[config.mk]
export PLATFORM = sky130hd
export DESIGN_NAME = lru_cache_key_value_core
export DESIGN_NICKNAME = d
export VERILOG_FILES = /design/src/hdl/lrukv_pkg.sv /design/src/hdl/lru_cache_key_value_core.sv /design/src/hdl/lrukv_engine.sv
export SDC_FILE = /design/constraint.sdc
export NUM_CORES = 1
export LEC_CHECK = 0
export BUFFER_PORTS_ARGS = -buffer_cell sky130_fd_sc_hd__buf_4
export CAP_MARGIN = 20
export CORE_AREA = 2 2 332 334
export CTS_CLUSTER_DIAMETER = 60
export DETAILED_ROUTE_END_ITERATION = 6
export DIE_AREA = 0 0 334 336
export PLACE_DENSITY = 0.66
export SLEW_MARGIN = 20
export SYNTH_ARGS = -nofsm -noshare
export SYNTH_HDL_FRONTEND = slang
export SYNTH_HIERARCHICAL = 1
export SYNTH_SLANG_ARGS = --single-unit
[constraint.sdc]
create_clock -name clock -period 5.65 [get_ports clock]
set_clock_uncertainty 0.1 [all_clocks]
set_input_delay 0.8475 -clock clock [delete_from_list [all_inputs] [get_ports clock]]
set_output_delay 0.8475 -clock clock [all_outputs]
set_load 0.02 [all_outputs]
[src/hdl/lrukv_pkg.sv]
// ----------------------------------------------------------------------------
// lrukv_pkg: shared types and constants of the LRU key/value cache
// Request and response payloads, op codes, engine states, register reset.
// ----------------------------------------------------------------------------
`timescale 1ns / 1ps
`default_nettype none

package lrukv_pkg;

   localparam int DATA_W = 32;
   localparam int CSR_W  = 5;

   localparam logic OP_GET = 1'b0;
   localparam logic OP_PUT = 1'b1;

   localparam logic [CSR_W-1:0]         CAP_RESET  = 5'd16;
   localparam logic signed [DATA_W-1:0] MISS_VALUE = -32'sd1;

   typedef struct packed {
      logic                     op;
      logic signed [DATA_W-1:0] key;
      logic signed [DATA_W-1:0] value;
   } req_payload_type;

   typedef struct packed {
      logic                     hit;
      logic signed [DATA_W-1:0] read_value;
   } rsp_payload_type;

   typedef enum logic [2:0] {
      ST_IDLE,
      ST_SCAN,
      ST_DECIDE,
      ST_UPDATE,
      ST_RESULT
   } engine_state_type;

endpackage

`default_nettype wire

[src/hdl/lru_cache_key_value_core.sv]
// ----------------------------------------------------------------------------
// lru_cache_key_value_core: fully associative LRU key/value cache
// One request at a time; scan and rank update passes walk one entry per cycle.
// Put: next request accepted once the rank update pass ends. Get: response
// valid after the update pass on a hit, after the scan pass on a miss; next
// request once the response loads, later while a full response is stalled.
// Reset is synchronous: all entries invalid, occupancy 0, capacity 16.
// ----------------------------------------------------------------------------
`timescale 1ns / 1ps
`default_nettype none

module lru_cache_key_value_core
   import lrukv_pkg::*;
#(
   parameter int CAPACITY = 16
) (
   input  logic             clock,
   input  logic             reset,
   input  logic             req_valid,
   output logic             req_stall,
   input  req_payload_type  req_data,
   output logic             rsp_valid,
   input  logic             rsp_stall,
   output rsp_payload_type  rsp_data,
   input  logic             csr_valid,
   output logic             csr_ready,
   input  logic [CSR_W-1:0] csr_data
);

   logic [CSR_W-1:0] capacity_ff;
   logic             rsp_valid_ff, rsp_valid_in;
   rsp_payload_type  rsp_data_ff;

   logic             eng_idle;
   logic             eng_res_valid;
   rsp_payload_type  eng_res;
   logic             start;
   logic             res_take;

   assign csr_ready = 1'b1;
   assign req_stall = !eng_idle;
   assign start     = req_valid && !req_stall;
   // load the output register when it is empty or draining this cycle
   assign res_take  = eng_res_valid && (!rsp_valid_ff || !rsp_stall);

   lrukv_engine #(
      .CAPACITY (CAPACITY)
   ) u_engine (
      .clock     (clock),
      .reset     (reset),
      .start     (start),
      .req       (req_data),
      .cap       (capacity_ff),
      .res_take  (res_take),
      .idle      (eng_idle),
      .res_valid (eng_res_valid),
      .res       (eng_res)
   );

   always_comb begin
      rsp_valid_in = rsp_valid_ff;
      if (res_take) begin
         rsp_valid_in = 1'b1;
      end else if (!rsp_stall) begin
         rsp_valid_in = 1'b0;
      end
   end

   always_ff @(posedge clock) begin
      if (reset) begin
         capacity_ff  <= CAP_RESET;
         rsp_valid_ff <= 1'b0;
      end else begin
         if (csr_valid && csr_ready) begin
            capacity_ff <= csr_data;
         end
         rsp_valid_ff <= rsp_valid_in;
      end
   end

   always_ff @(posedge clock) begin
      if (res_take) begin
         rsp_data_ff <= eng_res;
      end
   end

   assign rsp_valid = rsp_valid_ff;
   assign rsp_data  = rsp_data_ff;

   a_busy_after_accept: assert property (@(posedge clock) disable iff (reset)
      req_valid && !req_stall |=> req_stall)
      else $error("engine took a request but did not go busy");

   a_no_accept_with_result: assert property (@(posedge clock) disable iff (reset)
      eng_res_valid |-> req_stall)
      else $error("request accepted while a result is pending");

   a_rsp_from_engine: assert property (@(posedge clock) disable iff (reset)
      $rose(rsp_valid) |-> $past(eng_res_valid))
      else $error("response appeared without an engine result");

endmodule

`default_nettype wire

[src/hdl/lrukv_engine.sv]
// ----------------------------------------------------------------------------
// lrukv_engine: lookup and recency engine of the LRU key/value cache
// Key/value and rank memories, one entry per cycle: a scan pass finds the
// hit, the first free slot and the oldest entry; an update pass rewrites ranks.
// ----------------------------------------------------------------------------
`timescale 1ns / 1ps
`default_nettype none

module lrukv_engine
   import lrukv_pkg::*;
#(
   parameter int CAPACITY = 16
) (
   input  logic             clock,
   input  logic             reset,
   input  logic             start,
   input  req_payload_type  req,
   input  logic [CSR_W-1:0] cap,
   input  logic             res_take,
   output logic             idle,
   output logic             res_valid,
   output rsp_payload_type  res
);

   localparam int IDX_W  = $clog2(CAPACITY);
   localparam int RANK_W = IDX_W;
   localparam int CNT_W  = IDX_W + 1;
   localparam int OCC_W  = $clog2(CAPACITY + 1);
   localparam int CMP_W  = (OCC_W > CSR_W) ? OCC_W : CSR_W;
   localparam int KV_W   = 2 * DATA_W;

   localparam logic [IDX_W-1:0] LAST_IDX = IDX_W'(CAPACITY - 1);
   localparam logic [CNT_W-1:0] CNT_END  = CNT_W'(CAPACITY);
   localparam logic [OCC_W-1:0] OCC_CAP  = OCC_W'(CAPACITY);
   localparam logic [CMP_W-1:0] CMP_CAP  = CMP_W'(CAPACITY);

   // memories
   logic [KV_W-1:0]   kv_mem_ff   [CAPACITY];
   logic [RANK_W-1:0] rank_mem_ff [CAPACITY];
   logic [KV_W-1:0]   kv_rd_ff;
   logic [RANK_W-1:0] rank_rd_ff;

   logic              issue;
   logic [IDX_W-1:0]  rd_addr;
   logic              kv_we;
   logic [IDX_W-1:0]  kv_wa;
   logic [KV_W-1:0]   kv_wd;
   logic              rank_we;
   logic [IDX_W-1:0]  rank_wa;
   logic [RANK_W-1:0] rank_wd;

   engine_state_type  state_ff, state_in;
   req_payload_type   req_ff, req_in;
   logic [CNT_W-1:0]  cnt_ff, cnt_in;
   logic              pipe_vld_ff, pipe_vld_in;
   logic [IDX_W-1:0]  pipe_idx_ff, pipe_idx_in;

   logic                     hit_found_ff, hit_found_in;
   logic [IDX_W-1:0]         hit_slot_ff, hit_slot_in;
   logic [RANK_W-1:0]        hit_rank_ff, hit_rank_in;
   logic signed [DATA_W-1:0] hit_value_ff, hit_value_in;
   logic                     free_found_ff, free_found_in;
   logic [IDX_W-1:0]         free_slot_ff, free_slot_in;
   logic                     old_found_ff, old_found_in;
   logic [IDX_W-1:0]         old_slot_ff, old_slot_in;
   logic [RANK_W-1:0]        old_rank_ff, old_rank_in;

   logic [IDX_W-1:0]    tgt_ff, tgt_in;
   logic [RANK_W-1:0]   thr_ff, thr_in;
   logic                inc_all_ff, inc_all_in;
   logic [CAPACITY-1:0] valid_ff, valid_in;
   logic [OCC_W-1:0]    occ_ff, occ_in;
   rsp_payload_type     res_ff, res_in;

   logic [CMP_W-1:0]  cap_wide;
   logic [OCC_W-1:0]  eff_cap;
   logic              entry_valid;
   logic [DATA_W-1:0] rd_key;

   // clamp the capacity register to 1 .. CAPACITY
   always_comb begin
      cap_wide = CMP_W'(cap);
      if (cap == '0) begin
         eff_cap = OCC_W'(1);
      end else if (cap_wide > CMP_CAP) begin
         eff_cap = OCC_CAP;
      end else begin
         eff_cap = cap_wide[OCC_W-1:0];
      end
   end

   assign issue       = ((state_ff == ST_SCAN) || (state_ff == ST_UPDATE)) &&
                        (cnt_ff != CNT_END);
   assign rd_addr     = cnt_ff[IDX_W-1:0];
   assign entry_valid = valid_ff[pipe_idx_ff];
   assign rd_key      = kv_rd_ff[KV_W-1:DATA_W];

   always_ff @(posedge clock) begin
      if (kv_we) begin
         kv_mem_ff[kv_wa] <= kv_wd;
      end
      if (rank_we) begin
         rank_mem_ff[rank_wa] <= rank_wd;
      end
      if (issue) begin
         kv_rd_ff   <= kv_mem_ff[rd_addr];
         rank_rd_ff <= rank_mem_ff[rd_addr];
      end
   end

   always_comb begin
      state_in      = state_ff;
      req_in        = req_ff;
      cnt_in        = issue ? cnt_ff + CNT_W'(1) : cnt_ff;
      pipe_vld_in   = issue;
      pipe_idx_in   = rd_addr;
      hit_found_in  = hit_found_ff;
      hit_slot_in   = hit_slot_ff;
      hit_rank_in   = hit_rank_ff;
      hit_value_in  = hit_value_ff;
      free_found_in = free_found_ff;
      free_slot_in  = free_slot_ff;
      old_found_in  = old_found_ff;
      old_slot_in   = old_slot_ff;
      old_rank_in   = old_rank_ff;
      tgt_in        = tgt_ff;
      thr_in        = thr_ff;
      inc_all_in    = inc_all_ff;
      valid_in      = valid_ff;
      occ_in        = occ_ff;
      res_in        = res_ff;
      kv_we         = 1'b0;
      kv_wa         = hit_slot_ff;
      kv_wd         = {req_ff.key, req_ff.value};
      rank_we       = 1'b0;
      rank_wa       = pipe_idx_ff;
      rank_wd       = '0;
      res_valid     = 1'b0;

      case (state_ff)
         ST_IDLE: begin
            if (start) begin
               req_in        = req;
               cnt_in        = '0;
               hit_found_in  = 1'b0;
               free_found_in = 1'b0;
               old_found_in  = 1'b0;
               state_in      = ST_SCAN;
            end
         end

         ST_SCAN: begin
            if (pipe_vld_ff) begin
               if (entry_valid && !hit_found_ff && (rd_key == req_ff.key)) begin
                  hit_found_in = 1'b1;
                  hit_slot_in  = pipe_idx_ff;
                  hit_rank_in  = rank_rd_ff;
                  hit_value_in = kv_rd_ff[DATA_W-1:0];
               end
               if (!entry_valid && !free_found_ff) begin
                  free_found_in = 1'b1;
                  free_slot_in  = pipe_idx_ff;
               end
               if (entry_valid && (!old_found_ff || (rank_rd_ff > old_rank_ff))) begin
                  old_found_in = 1'b1;
                  old_slot_in  = pipe_idx_ff;
                  old_rank_in  = rank_rd_ff;
               end
               if (pipe_idx_ff == LAST_IDX) begin
                  state_in = ST_DECIDE;
               end
            end
         end

         ST_DECIDE: begin
            cnt_in     = '0;
            inc_all_in = 1'b0;
            if (hit_found_ff) begin
               tgt_in   = hit_slot_ff;
               thr_in   = hit_rank_ff;
               kv_we    = (req_ff.op == OP_PUT);
               kv_wa    = hit_slot_ff;
               res_in   = '{hit: 1'b1, read_value: hit_value_ff};
               state_in = ST_UPDATE;
            end else if (req_ff.op == OP_GET) begin
               res_in   = '{hit: 1'b0, read_value: MISS_VALUE};
               state_in = ST_RESULT;
            end else if (occ_ff < eff_cap) begin
               // room left: everyone ages, new entry goes in the first free slot
               tgt_in                 = free_slot_ff;
               inc_all_in             = 1'b1;
               valid_in[free_slot_ff] = 1'b1;
               occ_in                 = occ_ff + OCC_W'(1);
               kv_we                  = 1'b1;
               kv_wa                  = free_slot_ff;
               state_in               = ST_UPDATE;
            end else begin
               // evict the oldest entry and reuse its slot
               tgt_in   = old_slot_ff;
               thr_in   = old_rank_ff;
               kv_we    = 1'b1;
               kv_wa    = old_slot_ff;
               state_in = ST_UPDATE;
            end
         end

         ST_UPDATE: begin
            if (pipe_vld_ff) begin
               if (pipe_idx_ff == tgt_ff) begin
                  rank_we = 1'b1;
                  rank_wd = '0;
               end else if (entry_valid && (inc_all_ff || (rank_rd_ff < thr_ff))) begin
                  rank_we = 1'b1;
                  rank_wd = rank_rd_ff + RANK_W'(1);
               end
               if (pipe_idx_ff == LAST_IDX) begin
                  state_in = (req_ff.op == OP_GET) ? ST_RESULT : ST_IDLE;
               end
            end
         end

         ST_RESULT: begin
            res_valid = 1'b1;
            if (res_take) begin
               state_in = ST_IDLE;
            end
         end

         default: begin
            state_in = ST_IDLE;
         end
      endcase
   end

   always_ff @(posedge clock) begin
      if (reset) begin
         state_ff    <= ST_IDLE;
         pipe_vld_ff <= 1'b0;
         valid_ff    <= '0;
         occ_ff      <= '0;
      end else begin
         state_ff    <= state_in;
         pipe_vld_ff <= pipe_vld_in;
         valid_ff    <= valid_in;
         occ_ff      <= occ_in;
      end
   end

   always_ff @(posedge clock) begin
      req_ff        <= req_in;
      cnt_ff        <= cnt_in;
      pipe_idx_ff   <= pipe_idx_in;
      hit_found_ff  <= hit_found_in;
      hit_slot_ff   <= hit_slot_in;
      hit_rank_ff   <= hit_rank_in;
      hit_value_ff  <= hit_value_in;
      free_found_ff <= free_found_in;
      free_slot_ff  <= free_slot_in;
      old_found_ff  <= old_found_in;
      old_slot_ff   <= old_slot_in;
      old_rank_ff   <= old_rank_in;
      tgt_ff        <= tgt_in;
      thr_ff        <= thr_in;
      inc_all_ff    <= inc_all_in;
      res_ff        <= res_in;
   end

   assign idle = (state_ff == ST_IDLE);
   assign res  = res_ff;

endmodule

`default_nettype wire

==> results.tsv, run 1 <==
metric	value	unit
drive_above_1_share	30.23	%
num_rows	121	
setup_viol	0	
path_class	reg2reg	
cts_resized	0	
worst_pin_slew	1.039	ns
area_delta_synth_final	14.84	%
cpMaxStageDelayCell	nor2_4	
synth_cell_types	57	
powerDensity	442.7	nW/um2
ir_drop	0.3244	mV
holdCritPathClass	in2reg	
root_buffer	clkbuf_16	
critical_path_required	5.93	ns
drt-initial-drc-count	2224	
ys_seq_area_share	79.69	%
synth_fp_nets	2289	
drc	0	
grt_start_max_net_pins	152	
post-route-min-period	3.896	ns
cts_buffers	144	
rsz0062_at_grt	no	
post-route-cell-area	59620	um2
status	finished, final reports clean	
slew-limit-headroom	30.46	%
final_common_cell	edfxtp_1	
clk_path_buf_depth	3	
ios	111	
final_antenna_net_count	0	
synth_ff_type	edfxtp_1	
grt_use_total	19.29	%
place_ws	1.741	ns
grt_first_pass_wirelength	158100	um
cap_violations	0	
maxSlewViolCount	0	
worstSetupStartpointType	register	
arrival	4.18	ns
worstRegToRegCells	10	
die_w	334	um
core_area	108400	um2
io_buffers	109	
p_leak	18.66	nW
place_congestion	0.7941	
end_kind	register	
viasPerCell	5.848	
fin_crit_sh	68.95	%
cts.sinks	1391	
crit_path_max_incr_delay	0.84	ns
routedWlPerCell	27.10	um
crit_end	u_engine/kv_mem_ff[1][15]	
fin_nets	2497	
dpl_cell_area	54770	um2
hold_viol	0	
fin_tns_setup	0	ns
antenna_found_initial	3	
overflow	0	
reg2reg_to	u_engine/kv_mem_ff[1][15]	
fin_util	55.00	%
timing.fmax	0.2567	GHz
initial_core_util	47.89	%
hold_buffers	0	
final.fill_count	7887	
die_y	336	um
clk_latency	0.75	ns
die_area	112200	um2
hpwl	59410	um
htreeDepth	4	
clk_pin_slew	0.06	ns
routed_wl	106700	um
post_cts_buffers	0	
fin_cells	3935	
worst_slack	1.754	ns
first_global_vias	24130	
multi_input_area	10180	um2
num_vias	23010	
critPathLaunch	capacity_ff[4]	
register_area	41380	um2
yosys_warnings	6	
syn_area_per_cell	23.61	um2
syn_inst	2199	
synth_edf_count	1351	
synth_area	51910	um2
crit_fanout	24	
antenna_cells	0	
first_pass_iters	6	
async_flop_share	0	%
final_cell_mix	edfxtp_1 (1,351), mux4_2 (344), clkbuf_16 (151), buf_4 (149), nor2_1 (41)	
dp.cells	3675	
crit_path_cell_trace	inv_1 > nand2_1 > ha_1 > a21oi_1 > o21a_1 > and2_4 > mux2i_1 > o22a_1 > nor2_4 > buf_4	
worstReg2RegStart	capacity_ff[4]	
cts_tree	built	
ff2ff_setup_slack	1.75	ns
synth_seq_cells	1391	
state kept, by name (all words and copies together) (netlist names), 3 cells and up:
name                   cells
u_engine/hit_slot_ff       4
u_engine/hit_value_ff     32
u_engine/old_rank_ff       4
u_engine/kv_mem_ff      1024
u_engine/rank_rd_ff        4
u_engine/kv_rd_ff         64
u_engine/state_ff          3
u_engine/pipe_idx_ff       4
u_engine/thr_ff            4
rsp_data                  33
u_engine/res              33
u_engine/occ_ff            5
u_engine/rank_mem_ff      64
capacity_ff                5
u_engine/valid_ff         16
u_engine/free_slot_ff      4
u_engine/tgt_ff            4
u_engine/hit_rank_ff       4
u_engine/old_slot_ff       4
u_engine/cnt_ff            5
u_engine/kv_wd            64
synth_stat cells, types with 9 or more instances:
library cell | instances | area (um2)
dfxtp_1 | 40 | 800.8
inv_1 | 21 | 78.83
ha_1 | 15 | 187.7
a21oi_1 | 12 | 60.06
clkbuf_1 | 57 | 214.0
nand2_1 | 22 | 82.58
a31oi_1 | 14 | 87.58
nor2_1 | 61 | 229.0
nor4_1 | 24 | 150.1
nand2b_1 | 39 | 244.0
mux4_2 | 344 | 7747
buf_2 | 29 | 145.1
o21ai_0 | 14 | 70.07
edfxtp_1 | 1351 | 40570
mux2i_1 | 14 | 140.1
nand3_1 | 9 | 45.04
nor2b_1 | 13 | 81.33
xor2_1 | 38 | 332.8
logic make-up after synthesis:
kind of cell | synth area share [%]
AOI/OAI and AO/OA | 0.7978
xor gates and xnor gates | 0.7761
adders and majority gates | 0.3615
buffers and inverters | 1.020
DFF | 79.69
muxes | 15.22
other | 0.007224
and+or+nand+nor | 2.128
worst min-delay path by stage:
stage | start | slack [ns] | cells after the start | endpoint
after CTS | req_data[41] | 0.11 | 1 | u_engine/kv_wd[41]
after global routing | req_data[10] | 0.13 | 1 | u_engine/kv_wd[10]
after global placement | u_engine/kv_rd_ff[18] | 0.30 | 0 | u_engine/hit_value_ff[18]
after detailed placement | u_engine/res[12] | 0.30 | 0 | rsp_data[12]
after floorplan | u_engine/cnt_ff[2] | 0.23 | 0 | u_engine/pipe_idx_ff[2]
final | req_data[41] | 0.17 | 1 | u_engine/kv_wd[41]
metal layers:
metal	routed length, um	global-route usage, %	share of wire [%]	vias up
li1	-	-	-	9705
met1	45050	27.12	42	12370
met2	52630	31.16	49	768
met3	6613	3.506	6.2	169
met4	2324	5.856	2.2	4
met5	29	0	0.027	-
layout make-up:
| class | instances | area share, % |
|---|---|---|
| repair buffers | 161 | 2.279 |
| multi-input cells | 688 | 17.08 |
| inverters | 21 | 0.1364 |
| flip-flops and latches | 1391 | 69.42 |
| clock buffers | 176 | 6.496 |
| clock inverters | 84 | 1.627 |
| well taps | 1414 | 2.968 |
power by group:
group	leakage (nW)	switching [mW]	total (mW)	internal [mW]
combinational	3.66	1.83	3.57	1.74
clock	2.35	3.90	9.56	5.66
sequential	12.7	0.774	13.3	12.5
total	18.7	6.50	26.4	19.9
per-stage QoR:
step | hold WS (ns) | total power [mW]
2_1_floorplan | 0.2290 | 15.81
3_3_place_gp | 0.3041 | 17.02
3_5_place_dp | 0.3045 | 17.13
4_1_cts | 0.1142 | 26.70
5_1_grt | 0.1335 | 27.34
6_report | 0.1670 | 26.39
worst max-delay path, delay by kind of cell (launching register included):
kind / cells / cell delay (ns)
mux: 1 / 0.11
fa+ha+maj: 1 / 0.29
simple gates: 3 / 1.23
flops: 1 / 0.33
compound gates: 3 / 0.82
buf+inv: 2 / 0.66
Note: power is estimated with default switching activity, not from simulation.
==> run 2, diff against run 1 <==
--- a/config.mk
+++ b/config.mk
@@ -11,7 +11,6 @@
 export CTS_CLUSTER_DIAMETER = 60
 export DETAILED_ROUTE_END_ITERATION = 6
 export DIE_AREA = 0 0 334 336
-export PLACE_DENSITY = 0.66
 export SLEW_MARGIN = 20
 export SYNTH_ARGS = -nofsm -noshare
 export SYNTH_HDL_FRONTEND = slang
==> constraint.sdc (replaced) <==
create_clock -name clock -period 4.05 [get_ports clock]
set_clock_uncertainty 0.1 [all_clocks]
set_input_delay 0.6075 -clock clock [delete_from_list [all_inputs] [get_ports clock]]
set_output_delay 0.6075 -clock clock [all_outputs]
set_load 0.02 [all_outputs]
==> run 2 against run 1 <==
  * The flow now finishes with violations (DRC)
  * Critical path depth shrank 1
  * Sequential power rose by 38%
  * Register-to-register slack got worse by 1.2 ns
  * Routed wire length grew 3.9%
  * Sequential cell count unchanged
  * Via count up 1.3%
  * Setup slack worse by 1.2 ns
  * Global-route usage rose by 0.90 points
  * Sequential share of layout area decreased by 1.2 points
  * Die area unchanged
  * Combinational power is 45% higher
  * Clock power up 37%
  * Critical path type unchanged
  * Highest routed layer unchanged
==> results.tsv, run 2 (synthesis gave the netlist of run 1 again) <==
metric	value	unit	change
status	finished with violations		
violations	DRC		
drive_above_1_share	30.18	%	-0.050 points
ir_drop	0.3946	mV	+22%
register_area	41380	um2	unchanged
worstRegToRegCells	9		-1
rsz0062_at_grt	no		
final.fill_count	7950		+0.80%
critPathLaunch	capacity_ff[4]		
drc	3		+3
slew-limit-headroom	32.66	%	+2.2 points
hold_start	req_data[36]		
worstReg2RegStart	capacity_ff[4]		
core_area	108400	um2	unchanged
fin_hold_ws	0.05014	ns	-0.1169 ns
viasPerCell	5.781		-1.1%
multi_input_area	10170	um2	about the same
area_delta_synth_final	16.82	%	
place_ws	0.5826	ns	-1.158 ns
antenna_cells	0		unchanged
finalPower	36.67	mW	+39%
root_buffer	clkbuf_16		
grt_first_pass_wirelength	163400	um	+3.4%
drt-initial-drc-count	2202		-0.99%
cts.sinks	1391		unchanged
worst_pin_slew	1.001	ns	-0.03842 ns
worst_slack	0.5992	ns	-1.155 ns
final_common_cell	edfxtp_1		
maxSlewViolCount	0		unchanged
ios	111		unchanged
end_kind	register		
initial_core_util	47.89	%	unchanged
first_global_vias	24210		+0.34%
hpwl	60190	um	+1.3%
final_cell_mix	edfxtp_1 (1,351), mux4_2 (344), clkbuf_16 (148), buf_4 (142), dlygate4sd3_1 (68)		
overflow	0		unchanged
final_antenna_net_count	0		unchanged
clk_latency	0.74	ns	about the same
io_buffers	109		unchanged
die_w	334	um	unchanged
num_vias	23310		+1.3%
cap_violations	0		unchanged
largest_register_ffs	1024		unchanged
arrival	3.78	ns	-0.40 ns
timing.fmax	0.2898	GHz	+13%
hold-path-cell-count	1		unchanged
post_cts_buffers	0		unchanged
hold_viol	0		unchanged
post-route-min-period	3.451	ns	-0.4450 ns
holdCritPathClass	in2reg		
die_y	336	um	unchanged
cts_tree	built		
routedWlPerCell	27.47	um	+1.4%
fin_nets	2585		+3.5%
num_rows	121		unchanged
first_pass_iters	7		+1
routed_wl	110800	um	+3.9%
place_congestion	0.8038		+1.2%
clk_path_buf_depth	3		unchanged
grt_use_total	20.19	%	+0.90 points
fin_util	55.94	%	+0.94 points
regMostFlops	u_engine/kv_mem_ff		
p_leak	19.07	nW	+2.2%
powerDensity	604.8	nW/um2	+37%
critical_path_required	4.38	ns	-1.55 ns
htreeDepth	4		unchanged
path_class	reg2reg		
grt_start_max_net_pins	81		-47%
crit_fanout	17		-29%
worstSetupStartpointType	register		
clk_pin_slew	0.06	ns	about the same
antenna_found_initial	2		-1
setup_viol	0		unchanged
fin_crit_sh	85.21	%	+16 points
cts_buffers	146		+1.4%
die_area	112200	um2	unchanged
==> run 2: cell types whose count changed in the layout (fill, tap and decap cells not counted), sizes merged <==
cell / previous run / this run
buf: 161 / 179
bufinv: 16 / 12
clkinvlp: 6 / 8
inv: 30 / 36
clkinv: 53 / 55
clkbuf: 176 / 181
dlygate4sd3: 0 / 68
==> run 2: power by group <==
group / internal, mW / switching, mW / leakage (nW) / total, mW
clock: 7.63 / 5.45 / 2.31 / 13.1
combinational: 2.55 / 2.64 / 4.11 / 5.19
sequential: 17.4 / 0.978 / 12.7 / 18.4
==> run 2: area by class of cell <==
type,instances,area share [%]
Clock buffer,181,6.394
Clock inverter,90,1.430
Inverter,21,0.1341
Multi-Input combinational cell,688,16.78
Sequential cell,1391,68.25
Tap cell,1414,2.918
Timing Repair Buffer,247,4.102
==> run 2: worst paths after layout <==
kind | slack, ns | end
setup / recovery | 0.60 | u_engine/kv_mem_ff[0][16]
hold / removal | 0.05 | u_engine/kv_wd[36]
setup reg to reg | 0.60 | u_engine/kv_mem_ff[0][16]
hold reg to reg | 0.31 | u_engine/hit_value_ff[17]
==> run 2: critical path: stages, from the launching register on <==
cell and delay, ns:
dfxtp_1 0.38, inv_1 0.10, ha_1 0.33, a21oi_1 0.18
o21a_1 0.36, and2_4 0.30, mux2i_1 0.10, o22a_2 0.33
nor2_4 0.68, buf_12 0.27
==> run 2: metal layers <==
layer	share of wire (%)	wire length [um]	vias up	track usage, %
li1	-	-	9879	-
met1	43	47720	12550	28.77
met2	49	54410	725	32.47
met3	5.6	6247	151	3.547
met4	2.2	2382	2	5.741
met5	0.0063	7	-	0
==> run 2: timing repair <==
item | 4_1_cts | 5_1_grt
hold endpoints to repair | 68 | 0
hold buffers | 68 | 0
resized for setup | 0 | 0
==> run 2: per-stage QoR <==
stage | setup TNS (ns) | instances | area (um2)
after CTS | 0 | 4032 | 60640
after global routing | 0 | 4032 | 60640
after global placement | 0 | 3693 | 55220
after floorplan | -292.87 | 2199 | 51960
after detailed placement | 0 | 3693 | 55220
final | 0 | 4032 | 60640
